`src/hw/rtl/bxds_pkg.sv`:
```
// ----------------------------------------------------------------------------
// bxds_pkg
// Shared types and constants for the 2x2 box-average RGB downscaler.
// ----------------------------------------------------------------------------
package bxds_pkg;

  localparam int CFG_W         = 13;
  localparam int CFG_IDX_W     = 1;
  localparam int CH_BITS       = 8;
  localparam int PAIR_BITS     = CH_BITS + 1;
  localparam int ROW_W         = 12;
  localparam int ROW_LIMIT     = 4096;
  localparam int MAX_WIDTH_DEF = 4096;

  localparam logic [CFG_W-1:0] RESET_WIDTH  = CFG_W'(640);
  localparam logic [CFG_W-1:0] RESET_HEIGHT = CFG_W'(480);

  typedef enum logic [CFG_IDX_W-1:0] {
    CFG_IDX_WIDTH  = 1'b0,
    CFG_IDX_HEIGHT = 1'b1
  } cfg_idx_t;

  typedef struct packed {
    logic [CH_BITS-1:0] red;
    logic [CH_BITS-1:0] green;
    logic [CH_BITS-1:0] blue;
  } pixel_t;

  typedef struct packed {
    logic [PAIR_BITS-1:0] red;
    logic [PAIR_BITS-1:0] green;
    logic [PAIR_BITS-1:0] blue;
  } pair_sum_t;

  typedef struct packed {
    logic active;
    logic col_odd;
    logic row_odd;
    logic frame_last;
  } pos_info_t;

endpackage

```
`src/hw/rtl/bxds_pos_ctrl.sv`:
```
// ----------------------------------------------------------------------------
// bxds_pos_ctrl
// Frame size registers and column/row position tracking.
// ----------------------------------------------------------------------------
module bxds_pos_ctrl #(
  parameter int MAX_WIDTH  = bxds_pkg::MAX_WIDTH_DEF,
  parameter int LINE_DEPTH = MAX_WIDTH / 2,
  parameter int ADDR_W     = (LINE_DEPTH > 1) ? $clog2(LINE_DEPTH) : 1
) (
  input  logic                           clk,
  input  logic                           rst_n,
  input  logic                           cfg_we,
  input  logic [bxds_pkg::CFG_IDX_W-1:0] cfg_index,
  input  logic [bxds_pkg::CFG_W-1:0]     cfg_wdata,
  input  logic                           accept,
  output bxds_pkg::pos_info_t            info,
  output logic [ADDR_W-1:0]              line_addr
);

  localparam int COL_W      = $clog2(MAX_WIDTH);
  localparam int MW_W       = $clog2(MAX_WIDTH + 1);
  localparam int CMP_W      = (bxds_pkg::CFG_W > MW_W) ? bxds_pkg::CFG_W : MW_W;
  localparam int PAIR_IDX_W = (COL_W > 1) ? COL_W - 1 : 1;
  localparam int RCMP_W     = bxds_pkg::ROW_W + 1;

  logic [bxds_pkg::CFG_W-1:0] width_r;
  logic [bxds_pkg::CFG_W-1:0] height_r;
  logic [COL_W-1:0]           col_r;
  logic [COL_W-1:0]           col_nxt;
  logic [bxds_pkg::ROW_W-1:0] row_r;
  logic [bxds_pkg::ROW_W-1:0] row_nxt;

  logic [CMP_W-1:0]           eff_w;
  logic [CMP_W-1:0]           wide_w;
  logic [RCMP_W-1:0]          eff_h;
  logic [COL_W-1:0]           cur_col;
  logic [bxds_pkg::ROW_W-1:0] cur_row;
  logic [CMP_W-1:0]           col_inc;
  logic [RCMP_W-1:0]          row_inc;
  logic [PAIR_IDX_W-1:0]      pair_idx;
  logic                       active;

  always_ff @(posedge clk) begin
    if (!rst_n) begin
      width_r  <= bxds_pkg::RESET_WIDTH;
      height_r <= bxds_pkg::RESET_HEIGHT;
    end else if (cfg_we) begin
      unique case (bxds_pkg::cfg_idx_t'(cfg_index))
        bxds_pkg::CFG_IDX_WIDTH:  width_r  <= cfg_wdata;
        bxds_pkg::CFG_IDX_HEIGHT: height_r <= cfg_wdata;
        default: ;
      endcase
    end
  end

  always_comb begin
    wide_w  = CMP_W'(width_r);
    eff_w   = (wide_w > CMP_W'(MAX_WIDTH)) ? CMP_W'(MAX_WIDTH) : wide_w;
    eff_h   = (RCMP_W'(height_r) > RCMP_W'(bxds_pkg::ROW_LIMIT)) ?
              RCMP_W'(bxds_pkg::ROW_LIMIT) : RCMP_W'(height_r);
    active  = (eff_w != '0) && (eff_h != '0);
    cur_col = (CMP_W'(col_r) >= eff_w) ? '0 : col_r;
    cur_row = (RCMP_W'(row_r) >= eff_h) ? '0 : row_r;
    col_inc = CMP_W'(cur_col) + CMP_W'(1);
    row_inc = RCMP_W'(cur_row) + RCMP_W'(1);

    if (col_inc >= eff_w) begin
      col_nxt = '0;
      row_nxt = (row_inc >= eff_h) ? '0 : row_inc[bxds_pkg::ROW_W-1:0];
    end else begin
      col_nxt = col_inc[COL_W-1:0];
      row_nxt = cur_row;
    end

    pair_idx  = PAIR_IDX_W'(cur_col >> 1);
    line_addr = (pair_idx > PAIR_IDX_W'(LINE_DEPTH - 1)) ?
                ADDR_W'(LINE_DEPTH - 1) : ADDR_W'(pair_idx);

    info.active     = active;
    info.col_odd    = cur_col[0];
    info.row_odd    = cur_row[0];
    info.frame_last = (col_inc == {eff_w[CMP_W-1:1], 1'b0}) &&
                      (row_inc == {eff_h[RCMP_W-1:1], 1'b0});
  end

  always_ff @(posedge clk) begin
    if (!rst_n) begin
      col_r <= '0;
      row_r <= '0;
    end else if (accept && active) begin
      col_r <= col_nxt;
      row_r <= row_nxt;
    end
  end

endmodule

```
`config.mk`:
```
export PLATFORM = sky130hd
export DESIGN_NAME = bxds_pos_ctrl
export DESIGN_NICKNAME = d
export VERILOG_FILES = /design/src/hw/rtl/bxds_pkg.sv /design/src/hw/rtl/bxds_pos_ctrl.sv
export SDC_FILE = /design/constraint.sdc
export NUM_CORES = 1
export LEC_CHECK = 0
export BUFFER_PORTS_ARGS = -buffer_cell sky130_fd_sc_hd__buf_2
export CORE_ASPECT_RATIO = 0.75
export CORE_UTILIZATION = 40
export DETAILED_ROUTE_END_ITERATION = 10
export HOLD_SLACK_MARGIN = 0.05
export PLACE_DENSITY = 0.63
export SLEW_MARGIN = 20
export SYNTH_ARGS = -nofsm -noshare
export SYNTH_HDL_FRONTEND = slang
export SYNTH_SLANG_ARGS = --single-unit
```
`constraint.sdc`:
```
create_clock -name clk -period 5.8 [get_ports clk]
set_input_delay 0.87 -clock clk [delete_from_list [all_inputs] [get_ports clk]]
set_output_delay 0.87 -clock clk [all_outputs]
set_load 0.05 [all_outputs]
```
### Yosys cells after proc, flatten, opt, wreduce, memory -nomap -nowiden

Cells that the tools add are included.

| storage, ports and cells | value |
|---|---|
| register bits after elaboration | 50 |
| bits of input ports | 18 |
| output and inout bits | 15 |
| word-level logic and storage cells | 31 |

| cells by class | value |
|---|---|
| add/subtract/negate cells | 2 |
| magnitude comparators | 7 |
| equal/unequal tests | 2 |
| muxes and demuxes | 8 |
| bitwise logic cells | 1 |
| reductions and logical operators | 7 |

Operators with widths:

| operator | count |
|---|---|
| $mux W12 | 5 |
| $add A12 B1 Y13 const B | 2 |
| $eq A13 B13 Y1 | 2 |
| $ge A12 B13 Y1 | 2 |
| $ge A13 B13 Y1 | 2 |
| $gt A13 B13 Y1 const B | 2 |
| $mux W13 | 2 |
| $reduce_bool A13 Y1 | 2 |
| $gt A11 B11 Y1 const B | 1 |
| $mux W11 | 1 |
| $reduce_and A2 Y1 | 2 |
| $logic_and A1 B1 Y1 | 3 |
| $not A1 Y1 | 1 |

### Logic depth before layout (Yosys ltp)

| depth | value |
|---|---|
| depth in word-level cells | 8 |
| depth in mapped cells | 25 |
| depth with buffers taken out | 24 |

### Worst setup path before layout

No wires, ideal clock.

| timing | value |
|---|---|
| kind | register to output |
| start | reg width_r (netlist bit wide_w[12]) |
| end | out info[0] (netlist name) |
| data arrival time | 5.744 ns |
| data required time | 4.930 ns |
| path slack | -0.814 ns |
| stages on the path, launching flop included | 23 |
| path buffers | 1 |
| cell sequence | dfxtp_1 > inv_1 > clkbuf_1 > nand2_1 > ha_1 > a21o_1 > a21oi_1 > o22a_1 > o31a_1 > nand2_1 > inv_1 > ha_1 > and3_1 > nand3_1 > nor2_1 > and3_1 > xnor2_1 > nor2_1 > ha_1 > nand2_1 > nor4_2 > nand4_1 > nor4_1 |

RTL lines:

| element | line | RTL |
|---|---|---|
| start, declared | bxds_pos_ctrl.sv:26 | `logic [bxds_pkg::CFG_W-1:0] width_r;` |
| start signal, assigned | bxds_pos_ctrl.sv:45 | `width_r <= bxds_pkg::RESET_WIDTH;` |
| start signal, assigned | bxds_pos_ctrl.sv:49 | `bxds_pkg::CFG_IDX_WIDTH: width_r <= cfg_wdata;` |
| end, declared | bxds_pos_ctrl.sv:16 | `output bxds_pkg::pos_info_t info,` |

==> flow_summary.ini <==
[clock_network]
cts_root_buf = clkbuf_16
cts_inserted_buffers = 5
clock_sinks = 50
clkLatencyLatePin_ns = 0.30
cts_tree = yes
clock_path_buffers = 2
htreeDepth = 2
clk_pin_slew_ns = 0.07

[logic_synthesis]
synthFlopType = dfxtp_1
synthMuxAreaShare = 0.00259
seq_area_frac_synth = 0.259
synth_area_um2 = 3860
synth_area_leaders = dfxtp_1 (26%), ha_1 (17%), nand2_1 (11%)
yosysUniqueCellTypes = 56
synth-warning-count = 0
syn_nets = 570
syn_avg_cell_area_um2 = 7.71
yosys.area_share.simple = 0.304
yosysTopAreaCell = dfxtp_1
synth_top_family_by_area = simple AND/OR/NAND/NOR gates
synth_xor_area_frac = 0.0317
synthAdderAreaFrac = 0.165
synth_cells = 501
synth_top_area_frac = 0.259
synth_seq_cells = 50
synth-edff-count = 0
async_flop_share = 0
synth_compound_area_frac = 0.210

[min_path]
hold_class = reg -> reg
hold_depth = 2
holdPathEnd = height_r[7]
hp-start = height_r[7]

[grt]
grt_first_pass_wirelength_mm = 17.2
antenna_found_initial = 0
grtUsageMet2 = 0.320
track_usage = 0.221
grt-ovfl-total = 0
met3_usage = 0.0404
grt_pass1_vias = 3404
grt_max_degree = 46
top_usage_layer = met1
grt_use_met1 = 0.336

[pwr]
clockPowerShare = 0.438
internal_power_mw = 0.650
leakage_nw = 1.90
switching_share = 0.262
ir_drop_mv = 0.151
power_mw = 0.881
comb_power_share = 0.148
seqPwrFrac = 0.415
power_density_nw_per_um2 = 199
netSwitchingPower_mw = 0.231

[floorplanning]
dieArea_um2 = 10100
dieWidth_um = 116
start_util = 0.420
top_level_ports = 33
core_area_um2 = 9200
num_rows = 30
fp.dieH_um = 87.1

[final_layout]
area_delta_synth_final_pct = 14.8
fillers = 878
register_area_um2 = 1000
finalNonFillerCells = 661
design_area_um2 = 4440
final_util = 0.482
antennaDiodeCount = 0
drive_above_1_share = 0.137
layout.nets = 601
multi_input_area_um2 = 2800

[timing]
timing.setup.tns_ns = 0
period_share = 0.937
drv_slew = 0
min_period_ns = 5.43
final-setup-viol-count = 0
timing.final.hold_violations = 0
worstMarginPinSlew_ns = 0.795
slew_headroom = 0.470
rsz0062_at_grt = false
fin_skew_ns = 0.00965
fmax_mhz = 184

[critical_path]
crit_required_ns = 4.93
r2r-end = row_r[10]
worstReg2RegStart = wide_w[12]
worstSetupPathType = reg -> out
ff2ff_path_depth = 23
crit_fanout = 6
cp-start-kind = register
critPathLaunch = wide_w[12]
ff2ff_setup_slack_ns = 0.81
arrival_ns = 4.56
critPathCaptureType = primary output

[drt]
drtPass1Iterations = 5
wire_per_inst_um = 16.1
vias_per_cell = 5.62
vias = 3715
drcViolationCount = 0
wl_mm = 10.6
ant_nets = 0
first_iter_violations = 316

[placed_design]
io_buffer_count = 32
place_inst = 649
dp_hpwl_mm = 8.19
placed_area_um2 = 4180
routabilityCongestion = 0.943

[job]
cap_viol_max_count = 0

[status]
status = finished, final reports clean
==> cells by family after synthesis <==
| family | count (synthesis) |
|---|---|
| xor gates and xnor gates | 14 |
| adders and majority gates | 51 |
| and+or+nand+nor | 246 |
| muxes | 1 |
| buffers and inverters | 26 |
| AOI/OAI and AO/OA | 113 |
| DFF | 50 |
==> worst max-delay path by stage <==
stage / to / cells after the start
global placement: info[0] / 22
global route: info[0] / 22
finish: info[0] / 22
detailed placement: info[0] / 22
floorplan: info[0] / 21
CTS: info[0] / 22
==> metal layers <==
layer	wire [um]	share of wire	vias up
li1	-	-	1851
met1	5430	0.51	1725
met2	4250	0.40	128
met3	869	0.082	11
met4	93	0.0087	0
met5	0	0	-
==> cells in the mapped netlist (2+ instances only) <==
master	n
a21boi_0	21
a21boi_1	8
a21o_1	6
a21oi_1	19
a22oi_1	3
a31oi_1	12
and2_1	23
and3_1	9
buf_2	3
clkbuf_1	15
dfxtp_1	50
ha_1	51
inv_1	6
nand2_1	111
nand2b_1	5
nand3_1	18
nand4_1	8
nand4b_1	2
nor2_1	32
nor2_2	2
nor2b_1	8
nor3_1	10
nor4_1	5
o2111ai_1	8
o211ai_1	2
o21a_1	11
o21ai_0	10
or2_0	2
or3_1	2
xnor2_1	11
xor2_1	3
==> stage by stage <==
step,setup slack (ns),hold slack [ns]
floorplan,0.0289,0.452
global placement,0.254,0.472
detailed placement,0.117,0.487
CTS,0.0345,0.496
global route,0.0691,0.511
finish,0.366,0.493
==> sequential cells by signal, summed over array words and instances, names as in the netlist <==
name,cells
col_r,12
height_r,13
row_r,12
wide_w,13
==> cell type report <==
class / instances / area share
multi-input cells: 425 / 0.630
clock buffers: 5 / 0.0282
clock inverters: 3 / 0.0155
repair buffers: 42 / 0.0544
flip-flops and latches: 50 / 0.226
repair inverters: 1 / 0.00169
well taps: 128 / 0.0361
inverters: 7 / 0.00761
==> cell usage in the layout (no fill, tap or decap), types with 3 or more instances in the layout <==
cell        instances
ha_1               50
a21boi_0           21
a22oi_1             3
and2_1             23
inv_1               4
nor4_1              4
nand2_1           110
buf_4              10
o21a_1             11
clkinvlp_4          3
clkbuf_16           5
o2111ai_1           8
xnor2_1            11
xor2_1              3
nor3_1             10
nand3_1            18
buf_2              31
nor2b_1             8
a21boi_1            8
a31oi_1            12
o21ai_0            10
nor2_2              3
nor2_1             31
a21oi_1            19
and3_1              8
nand2b_1            5
a21o_1              6
dfxtp_1            49
nand4_1             8
==> power groups by stage <==
stage                     Clock [mW]  Combinational [mW]  Sequential, mW
after floorplan                    0              0.0909           0.369
after global placement             0               0.122           0.372
after detailed placement           0               0.125           0.373
after CTS                      0.389               0.127           0.365
after global routing           0.402               0.144           0.367
final                          0.386               0.130           0.365
==> what timing repair did <==
| action | 4_1_cts | 5_1_grt |
|---|---|---|
| pin swaps | 0 | 6 |
| cloned | 1 | 0 |
| hold buffers | 0 | 0 |
| gates resized for setup | 3 | 8 |
| buffers inserted | 2 | 1 |
| endpoints found under the setup margin | 1 | 3 |
==> worst max-delay path, cell delays in order (launching register included) <==
cell and delay [ns]:
dfxtp_4 0.40, clkinvlp_4 0.15, nand2_1 0.12, ha_1 0.24, a21o_1 0.18, a21oi_1 0.15, o22a_1 0.18, o31a_1 0.25
nand2_2 0.11, clkinvlp_4 0.11, ha_2 0.23, and3_1 0.21, nand3_1 0.12, nor2_2 0.17, buf_4 0.14, xnor2_1 0.11
nor2_1 0.06, ha_1 0.27, nand3_1 0.13, nor4_4 0.31, nand4_1 0.22, nor4_4 0.22, buf_6 0.20
Power figures use the tool's default switching activity.
