`src/hw/rtl/bxds_pkg.sv`:
```
// ----------------------------------------------------------------------------
// bxds_pkg
// Shared types and constants for the 2x2 box-average RGB downscaler.
// ----------------------------------------------------------------------------
package bxds_pkg;

  localparam int CFG_W         = 13;
  localparam int CFG_IDX_W     = 1;
  localparam int CH_BITS       = 8;
  localparam int PAIR_BITS     = CH_BITS + 1;
  localparam int ROW_W         = 12;
  localparam int ROW_LIMIT     = 4096;
  localparam int MAX_WIDTH_DEF = 4096;

  localparam logic [CFG_W-1:0] RESET_WIDTH  = CFG_W'(640);
  localparam logic [CFG_W-1:0] RESET_HEIGHT = CFG_W'(480);

  typedef enum logic [CFG_IDX_W-1:0] {
    CFG_IDX_WIDTH  = 1'b0,
    CFG_IDX_HEIGHT = 1'b1
  } cfg_idx_t;

  typedef struct packed {
    logic [CH_BITS-1:0] red;
    logic [CH_BITS-1:0] green;
    logic [CH_BITS-1:0] blue;
  } pixel_t;

  typedef struct packed {
    logic [PAIR_BITS-1:0] red;
    logic [PAIR_BITS-1:0] green;
    logic [PAIR_BITS-1:0] blue;
  } pair_sum_t;

  typedef struct packed {
    logic active;
    logic col_odd;
    logic row_odd;
    logic frame_last;
  } pos_info_t;

endpackage

```
`src/hw/rtl/bxds_avg_pipe.sv`:
```
// ----------------------------------------------------------------------------
// bxds_avg_pipe
// Pair-sum stage, line buffer update and registered averaged output.
// ----------------------------------------------------------------------------
module bxds_avg_pipe #(
  parameter int ADDR_W = 11
) (
  input  logic                        clk,
  input  logic                        rst_n,
  input  logic                        accept,
  output logic                        hold,
  input  bxds_pkg::pixel_t            pix,
  input  bxds_pkg::pos_info_t         info,
  input  logic [ADDR_W-1:0]           addr,
  input  bxds_pkg::pair_sum_t         line_rd,
  output logic                        line_we,
  output logic [ADDR_W-1:0]           line_waddr,
  output bxds_pkg::pair_sum_t         line_wdata,
  input  logic                        out_stall,
  output logic                        out_valid,
  output bxds_pkg::pixel_t            out_pix,
  output logic                        out_last
);

  localparam int TOT_W = bxds_pkg::PAIR_BITS + 1;

  logic                       s1_valid_r;
  bxds_pkg::pixel_t           s1_pix_r;
  bxds_pkg::pos_info_t        s1_info_r;
  logic [ADDR_W-1:0]          s1_addr_r;
  bxds_pkg::pixel_t           pend_r;
  logic                       out_valid_r;
  bxds_pkg::pixel_t           out_pix_r;
  logic                       out_last_r;

  bxds_pkg::pair_sum_t        psum;
  bxds_pkg::pixel_t           avg;
  logic [TOT_W-1:0]           tot_r;
  logic [TOT_W-1:0]           tot_g;
  logic [TOT_W-1:0]           tot_b;
  logic                       emits;
  logic                       out_free;
  logic                       s1_go;

  always_comb begin
    psum.red   = bxds_pkg::PAIR_BITS'(pend_r.red)   + bxds_pkg::PAIR_BITS'(s1_pix_r.red);
    psum.green = bxds_pkg::PAIR_BITS'(pend_r.green) + bxds_pkg::PAIR_BITS'(s1_pix_r.green);
    psum.blue  = bxds_pkg::PAIR_BITS'(pend_r.blue)  + bxds_pkg::PAIR_BITS'(s1_pix_r.blue);
    tot_r      = TOT_W'(line_rd.red)   + TOT_W'(psum.red)   + TOT_W'(2);
    tot_g      = TOT_W'(line_rd.green) + TOT_W'(psum.green) + TOT_W'(2);
    tot_b      = TOT_W'(line_rd.blue)  + TOT_W'(psum.blue)  + TOT_W'(2);
    avg.red    = tot_r[TOT_W-1:2];
    avg.green  = tot_g[TOT_W-1:2];
    avg.blue   = tot_b[TOT_W-1:2];

    emits      = s1_valid_r && s1_info_r.col_odd && s1_info_r.row_odd;
    out_free   = !out_valid_r || !out_stall;
    s1_go      = s1_valid_r && (!emits || out_free);
    hold       = s1_valid_r && !s1_go;

    line_we    = s1_go && s1_info_r.col_odd && !s1_info_r.row_odd;
    line_waddr = s1_addr_r;
    line_wdata = psum;
  end

  always_ff @(posedge clk) begin
    if (!rst_n) begin
      s1_valid_r <= 1'b0;
    end else if (accept) begin
      s1_valid_r <= info.active;
    end else if (s1_go) begin
      s1_valid_r <= 1'b0;
    end
  end

  always_ff @(posedge clk) begin
    if (accept) begin
      s1_pix_r  <= pix;
      s1_info_r <= info;
      s1_addr_r <= addr;
    end
  end

  always_ff @(posedge clk) begin
    if (!rst_n) begin
      pend_r <= '0;
    end else if (s1_go && !s1_info_r.col_odd) begin
      pend_r <= s1_pix_r;
    end
  end

  always_ff @(posedge clk) begin
    if (!rst_n) begin
      out_valid_r <= 1'b0;
    end else if (out_free) begin
      out_valid_r <= emits;
    end
  end

  always_ff @(posedge clk) begin
    if (out_free && emits) begin
      out_pix_r  <= avg;
      out_last_r <= s1_info_r.frame_last;
    end
  end

  assign out_valid = out_valid_r;
  assign out_pix   = out_pix_r;
  assign out_last  = out_last_r;

endmodule

```
`config.mk`:
```
export PLATFORM = sky130hd
export DESIGN_NAME = bxds_avg_pipe
export DESIGN_NICKNAME = d
export VERILOG_FILES = /design/src/hw/rtl/bxds_pkg.sv /design/src/hw/rtl/bxds_avg_pipe.sv
export SDC_FILE = /design/constraint.sdc
export NUM_CORES = 1
export LEC_CHECK = 0
export ABC_AREA = 1
export BUFFER_PORTS_ARGS = -buffer_cell sky130_fd_sc_hd__clkbuf_2
export CORE_ASPECT_RATIO = 0.6
export CORE_MARGIN = 5
export CORE_UTILIZATION = 32
export CTS_BUF_LIST = sky130_fd_sc_hd__clkbuf_16
export DETAILED_ROUTE_END_ITERATION = 7
export PLACE_DENSITY_LB_ADDON = 0.3
export SLEW_MARGIN = 30
export SYNTH_ARGS = -nofsm -noshare
export SYNTH_HDL_FRONTEND = slang
export SYNTH_SLANG_ARGS = --single-unit
```
`constraint.sdc`:
```
create_clock -name clk -period 3.1 [get_ports clk]
set_input_delay 0.62 -clock clk [delete_from_list [all_inputs] [get_ports clk]]
set_output_delay 0.62 -clock clk [all_outputs]
set_load 0.02 [all_outputs]
```
---- Word-level counts from Yosys, hierarchy flattened ----
Index checks and enable logic that the tools add are counted.
word-level totals
  bits in registers ....................... 89
  bits in latches ......................... 0
  RAM bits ................................ 0
  memory bits (read-only) ................. 0
  input port bits ......................... 70
  output and inout port bits .............. 66
  memories ................................ 0
operators by class
  $add $sub $neg .......................... 9
  multiply operators ...................... 0
  divide/modulo/power cells ............... 0
  $lt $le $gt $ge ......................... 0
  equal/unequal tests ..................... 0
  shifts and indexed selects .............. 0
  multiplexer cells ....................... 2
  bitwise operators ....................... 0
  reduce and logical (&&, ||, !) cells .... 17
operators with widths
  cell                                           number
  adder 10 x 2 -> 10 bit, second input constant  3
  adder 9 x 9 -> 10 bit                          3
  adder 8 x 8 -> 9 bit                           3
  logical AND 1 bit                              8
  zero test 1 bit                                6
  logical OR 1 bit                               2
  2-to-1 mux 1 bit                               2
  nonzero test 2 bit                             1

---- Longest topological paths before layout ----
  word-level depth ........................ 7
  depth in mapped cells ................... 16

---- Worst setup path before layout ----
OpenSTA, ideal clock, no wires.
  path type ............................... flip-flop to flip-flop
  start point ............................. register s1_pix_r[0] (netlist name)
  end point ............................... register out_pix_r (netlist bit out_pix[7]), data pin
  library setup time ...................... 0.252 ns
  arrival time ............................ 2.659 ns
  data required time ...................... 2.848 ns
  path slack .............................. 0.189 ns
  cell stages (with the launch flop) ...... 14
  buffers on the path ..................... 0
  path through ............................ edfxtp_1 > ha_1 > fa_1 > nand3_1 > nand2_1 > xor2_1 > ha_1 > ha_1 > a21oi_1 > o21ai_2 > nand2_1 > nand2_1 > nand2_1 > nand2_1
RTL lines
  element                 RTL line              source
  start, declared         bxds_avg_pipe.sv:28   bxds_pkg::pixel_t s1_pix_r;
  start signal, assigned  bxds_avg_pipe.sv:78   s1_pix_r <= pix;
  end signal, assigned    bxds_avg_pipe.sv:102  out_pix_r <= avg;
  end, declared           bxds_avg_pipe.sv:33   bxds_pkg::pixel_t out_pix_r;

---- Worst setup path after layout ----
  start point ............................. register s1_pix_r[0] (netlist name)
  end point ............................... register out_pix_r (netlist bit out_pix[6]), data pin
between the ends
  cells in the longest elaborated chain, start to end .. 3
RTL lines
  element                 RTL line             source
  adder 8 x 8 -> 9 bit    bxds_avg_pipe.sv:48  psum.blue = bxds_pkg::PAIR_BITS'(pend_r.blue) + bxds_pkg::PAIR_BITS'(s1_pix_r.blue);
  adder 9 x 9 -> 10 bit   bxds_avg_pipe.sv:51  tot_b = TOT_W'(line_rd.blue) + TOT_W'(psum.blue) + TOT_W'(2);
  adder 10 x 2 -> 10 bit  bxds_avg_pipe.sv:51
  net tot_b[8]            bxds_avg_pipe.sv:40  logic [TOT_W-1:0] tot_b;
The timed path passes the listed nets, and every way through them passes these cells.
A chain may end at the register's enable or synchronous reset.

==> out/results.ini <==
[run_status]
status = complete, no violations

[die]
core-area_um2 = 16200
fp.dieArea_um2 = 19200
count_of_boundary_i_o_pins = 136
starting_density = 0.325
number_of_standard_cell_rows_in_the_floorplan = 36
chipWidth_um = 176
die-height_um = 109

[worst_setup_path]
critical_path.max_fanout = 5
worst_setup_path_end_kind = register
cpPeakStageDelay_ns = 0.42
r2r.worst_path.cells = 16
critical_path.cell_chain = ha_1, fa_1, nand3_1, nand2_1, nand3_1, nand2_1, nand2_1, nand2_1, ha_1, ha_4, nand2_1, inv_1, a21oi_1, nand2_1, nand2_1, nand2_1
cp_data_arrival_time_ns = 2.98
cp_common_cell = sky130_fd_sc_hd__nand2_1
setup.worst_path.class = reg -> reg
critical_r2r_capture = out_pix[6]$_DFFE_PP_
reg2reg_launch_point = s1_pix_r[0]$_DFFE_PP_
cpMaxStageDelayCell = sky130_fd_sc_hd__fa_1
crit_start = s1_pix_r[0]$_DFFE_PP_
setup.reg_to_reg.worst_slack_ns = 0.20
worst-endpoint-required_ns = 3.18
worst_setup_path_endpoint = out_pix[6]$_DFFE_PP_
crit_path_start_kind = register

[finish]
fillers = 1627
final_core_utilization = 0.408
final_cell_count_without_fillers = 937
area_delta_synth_final_pct = 25.3
fin_nets = 868
layout_cells_sized_above_1 = 0.243
finalInstanceArea_um2 = 6590
insertedDiodeCount = 0

[global_route]
number_of_global_route_vias_before_repair = 3999
globalRouteOverflowTotal = 0
grt_pass1_wl_mm = 20.2
grt_max_degree = 41
initial_antenna_violation_count = 0
grt_usage = 0.131

[drt]
detail_route.drc_violations = 0
viasPerCell = 4.40
route.detailed.wl_per_inst_um = 13.0
final_antenna_net_count = 0
drt-total-wl_mm = 12.2
dr.pass1.iters = 4
initialDrtViolationCount = 215
detailroute.via_count = 4122

[synth]
synth_cells = 580
synthDistinctLibCells = 30
net_count_after_synthesis = 725
post_synthesis_instance_area_um2 = 5260
synth-warning-count = 0
synth_seq_cells = 89
synth_seq_area_share = 0.458
syn_avg_cell_area_um2 = 9.07

[timing]
hold_violations = 0
max_freq_mhz = 345
drv_slew = 0
clock_tree_skew_after_final_layout_ns = 0.0106
worst_slack_ns = 0.202
timing.final.setup_violations = 0
relSlewSlack = 0.591
min_period_ns = 2.90
max_slew.worst_pin.slew_ns = 0.613
final_min_period_over_clock_period = 0.935
grt_setup_unrepaired = true

[placed_design]
place_inst = 920
gp_congestion = 0.837
dp.final_hpwl_mm = 9.49
placedInstanceArea_um2 = 6190
port-buffer-count = 135
post-place-ws_ns = 0.0909

[clock_tree]
clk_root_buffer_cell = sky130_fd_sc_hd__clkbuf_16
cts_num_sinks = 89
clock_path_buffers = 2
cts_tree = yes
cts_buffers = 9
insertion_delay_ns = 0.34
holdBufCountCts = 0
cts.clk_slew.worst_paths_ns = 0.07
cts_htree_levels = 3

[power]
largest_voltage_drop_on_the_vdd_net_v = 0.000253
total_leakage_power_nw = 3.45
power-per-cell-area_nw_per_um2 = 577

[worst_hold_path]
worstHoldPathType = reg -> reg

[run]
drv.max_cap_violation_count = 0

[state kept, by name, summed over array words and instances (netlist names)]
signal / count
out_pix: 24
pend_r: 24
s1_pix_r: 24
line_waddr: 11
s1_info_r: 3
out_last: 1
out_valid: 1
s1_valid_r: 1
[synth_stat cells]
cell type / count / area (um^2)
sky130_fd_sc_hd__buf_2: 2 / 10.0
sky130_fd_sc_hd__inv_1: 77 / 289
sky130_fd_sc_hd__nor2_1: 60 / 225
sky130_fd_sc_hd__inv_4: 1 / 6.26
sky130_fd_sc_hd__nor2_2: 1 / 6.26
sky130_fd_sc_hd__clkinv_1: 2 / 7.51
sky130_fd_sc_hd__xor2_1: 16 / 140
sky130_fd_sc_hd__o21ai_0: 4 / 20.0
sky130_fd_sc_hd__nand2_1: 145 / 544
sky130_fd_sc_hd__nand4_1: 2 / 12.5
sky130_fd_sc_hd__nand2_2: 1 / 6.26
sky130_fd_sc_hd__clkbuf_1: 2 / 7.51
sky130_fd_sc_hd__a21oi_1: 27 / 135
sky130_fd_sc_hd__buf_4: 2 / 15.0
sky130_fd_sc_hd__fa_1: 6 / 120
sky130_fd_sc_hd__inv_2: 1 / 3.75
sky130_fd_sc_hd__nand3_1: 31 / 155
sky130_fd_sc_hd__a211oi_2: 1 / 12.5
sky130_fd_sc_hd__edfxtp_1: 63 / 1890
sky130_fd_sc_hd__nand2_4: 2 / 22.5
sky130_fd_sc_hd__clkinv_2: 1 / 5.00
sky130_fd_sc_hd__o21ai_1: 20 / 100
sky130_fd_sc_hd__ha_1: 69 / 863
sky130_fd_sc_hd__xnor2_1: 2 / 17.5
sky130_fd_sc_hd__dfxtp_1: 26 / 521
sky130_fd_sc_hd__a21o_1: 9 / 67.6
sky130_fd_sc_hd__o21ai_2: 2 / 17.5
sky130_fd_sc_hd__or2_1: 2 / 12.5
sky130_fd_sc_hd__and2_4: 2 / 17.5
sky130_fd_sc_hd__nand3_2: 1 / 10.0
[logic make-up after synthesis]
logic type,after synthesis,synth area share
and+or+nand+nor,247,0.192
DFF,89,0.458
buffers and inverters,88,0.0654
adders and majority gates,75,0.187
AOI/OAI and AO/OA,63,0.0670
xor gates and xnor gates,18,0.0300
[routing by layer]
layer  share of wire  track usage  routed length (um)
met5               0            0                   0
met4          0.0075       0.0217                  91
met3           0.081       0.0454                 988
met2            0.37        0.177                4530
met1            0.54        0.203                6600
[report_power, final]
group | total, W | switching [W] | leakage [nW] | internal (W)
Sequential | 0.00144 | 0.0000370 | 0.811 | 0.00140
Combinational | 0.00118 | 0.000726 | 2.49 | 0.000456
Clock | 0.00119 | 0.000475 | 0.149 | 0.000712
[worst min-delay path by stage]
stage / start / depth (start not counted) / endpoint / slack (ns)
global route: pix[11] / 1 / s1_pix_r[11]$_DFFE_PP_ / 0.43
finish: s1_info_r[0]$_DFFE_PP_ / 0 / out_last$_DFFE_PP_ / 0.42
floorplan: s1_info_r[0]$_DFFE_PP_ / 0 / out_last$_DFFE_PP_ / 0.40
detailed placement: s1_info_r[0]$_DFFE_PP_ / 0 / out_last$_DFFE_PP_ / 0.40
CTS: s1_info_r[0]$_DFFE_PP_ / 0 / out_last$_DFFE_PP_ / 0.42
global placement: s1_info_r[0]$_DFFE_PP_ / 0 / out_last$_DFFE_PP_ / 0.40
[metrics by stage]
stage | setup TNS [ns] | power [W] | hold WS (ns)
floorplan | 0 | 0.00228 | 0.400
global placement | 0 | 0.00260 | 0.404
detailed placement | 0 | 0.00261 | 0.405
CTS | 0 | 0.00382 | 0.421
global route | -0.0193 | 0.00410 | 0.426
finish | 0 | 0.00381 | 0.419
[cell type report]
class / count / area, um^2 / area share
flip-flops and latches: 89 / 2410 / 0.366
clock buffers: 9 / 225 / 0.0342
well taps: 209 / 262 / 0.0397
inverters: 82 / 312 / 0.0472
multi-input cells: 403 / 2580 / 0.392
clock inverters: 7 / 100 / 0.0152
repair buffers: 138 / 698 / 0.106
[repair_timing]
| action | in CTS | in global routing |
|---|---|---|
| endpoints found under the hold margin | 0 | 0 |
| setup endpoints to repair | 0 | 7 |
| buffers inserted | 0 | 1 |
| resized for setup | 0 | 10 |
[cell usage in the layout, fill, tap and decap left out, types with 5 or more instances in the layout]
| cell type | Yosys | final |
|---|---|---|
| sky130_fd_sc_hd__a21oi_1 | 27 | 22 |
| sky130_fd_sc_hd__nor2_1 | 60 | 60 |
| sky130_fd_sc_hd__nand3_1 | 31 | 31 |
| sky130_fd_sc_hd__xor2_1 | 16 | 16 |
| sky130_fd_sc_hd__o21ai_1 | 20 | 20 |
| sky130_fd_sc_hd__inv_1 | 77 | 77 |
| sky130_fd_sc_hd__a21o_1 | 9 | 9 |
| sky130_fd_sc_hd__ha_1 | 69 | 65 |
| sky130_fd_sc_hd__edfxtp_1 | 63 | 63 |
| sky130_fd_sc_hd__dfxtp_1 | 26 | 26 |
| sky130_fd_sc_hd__clkbuf_16 | 0 | 9 |
| sky130_fd_sc_hd__fa_1 | 6 | 5 |
| sky130_fd_sc_hd__clkbuf_2 | 0 | 135 |
| sky130_fd_sc_hd__nand2_1 | 145 | 145 |
[critical path: cells and delay by family (launching register included)]
family | cells | cell delay (ns)
buffers and inverters | 1 | 0.04
AO/OA/AOI/OAI | 1 | 0.18
AND/OR/NAND/NOR | 10 | 0.75
flip-flops | 1 | 0.39
adder cells (fa/ha/maj) | 4 | 1.27
(Power assumes the default switching activity.)
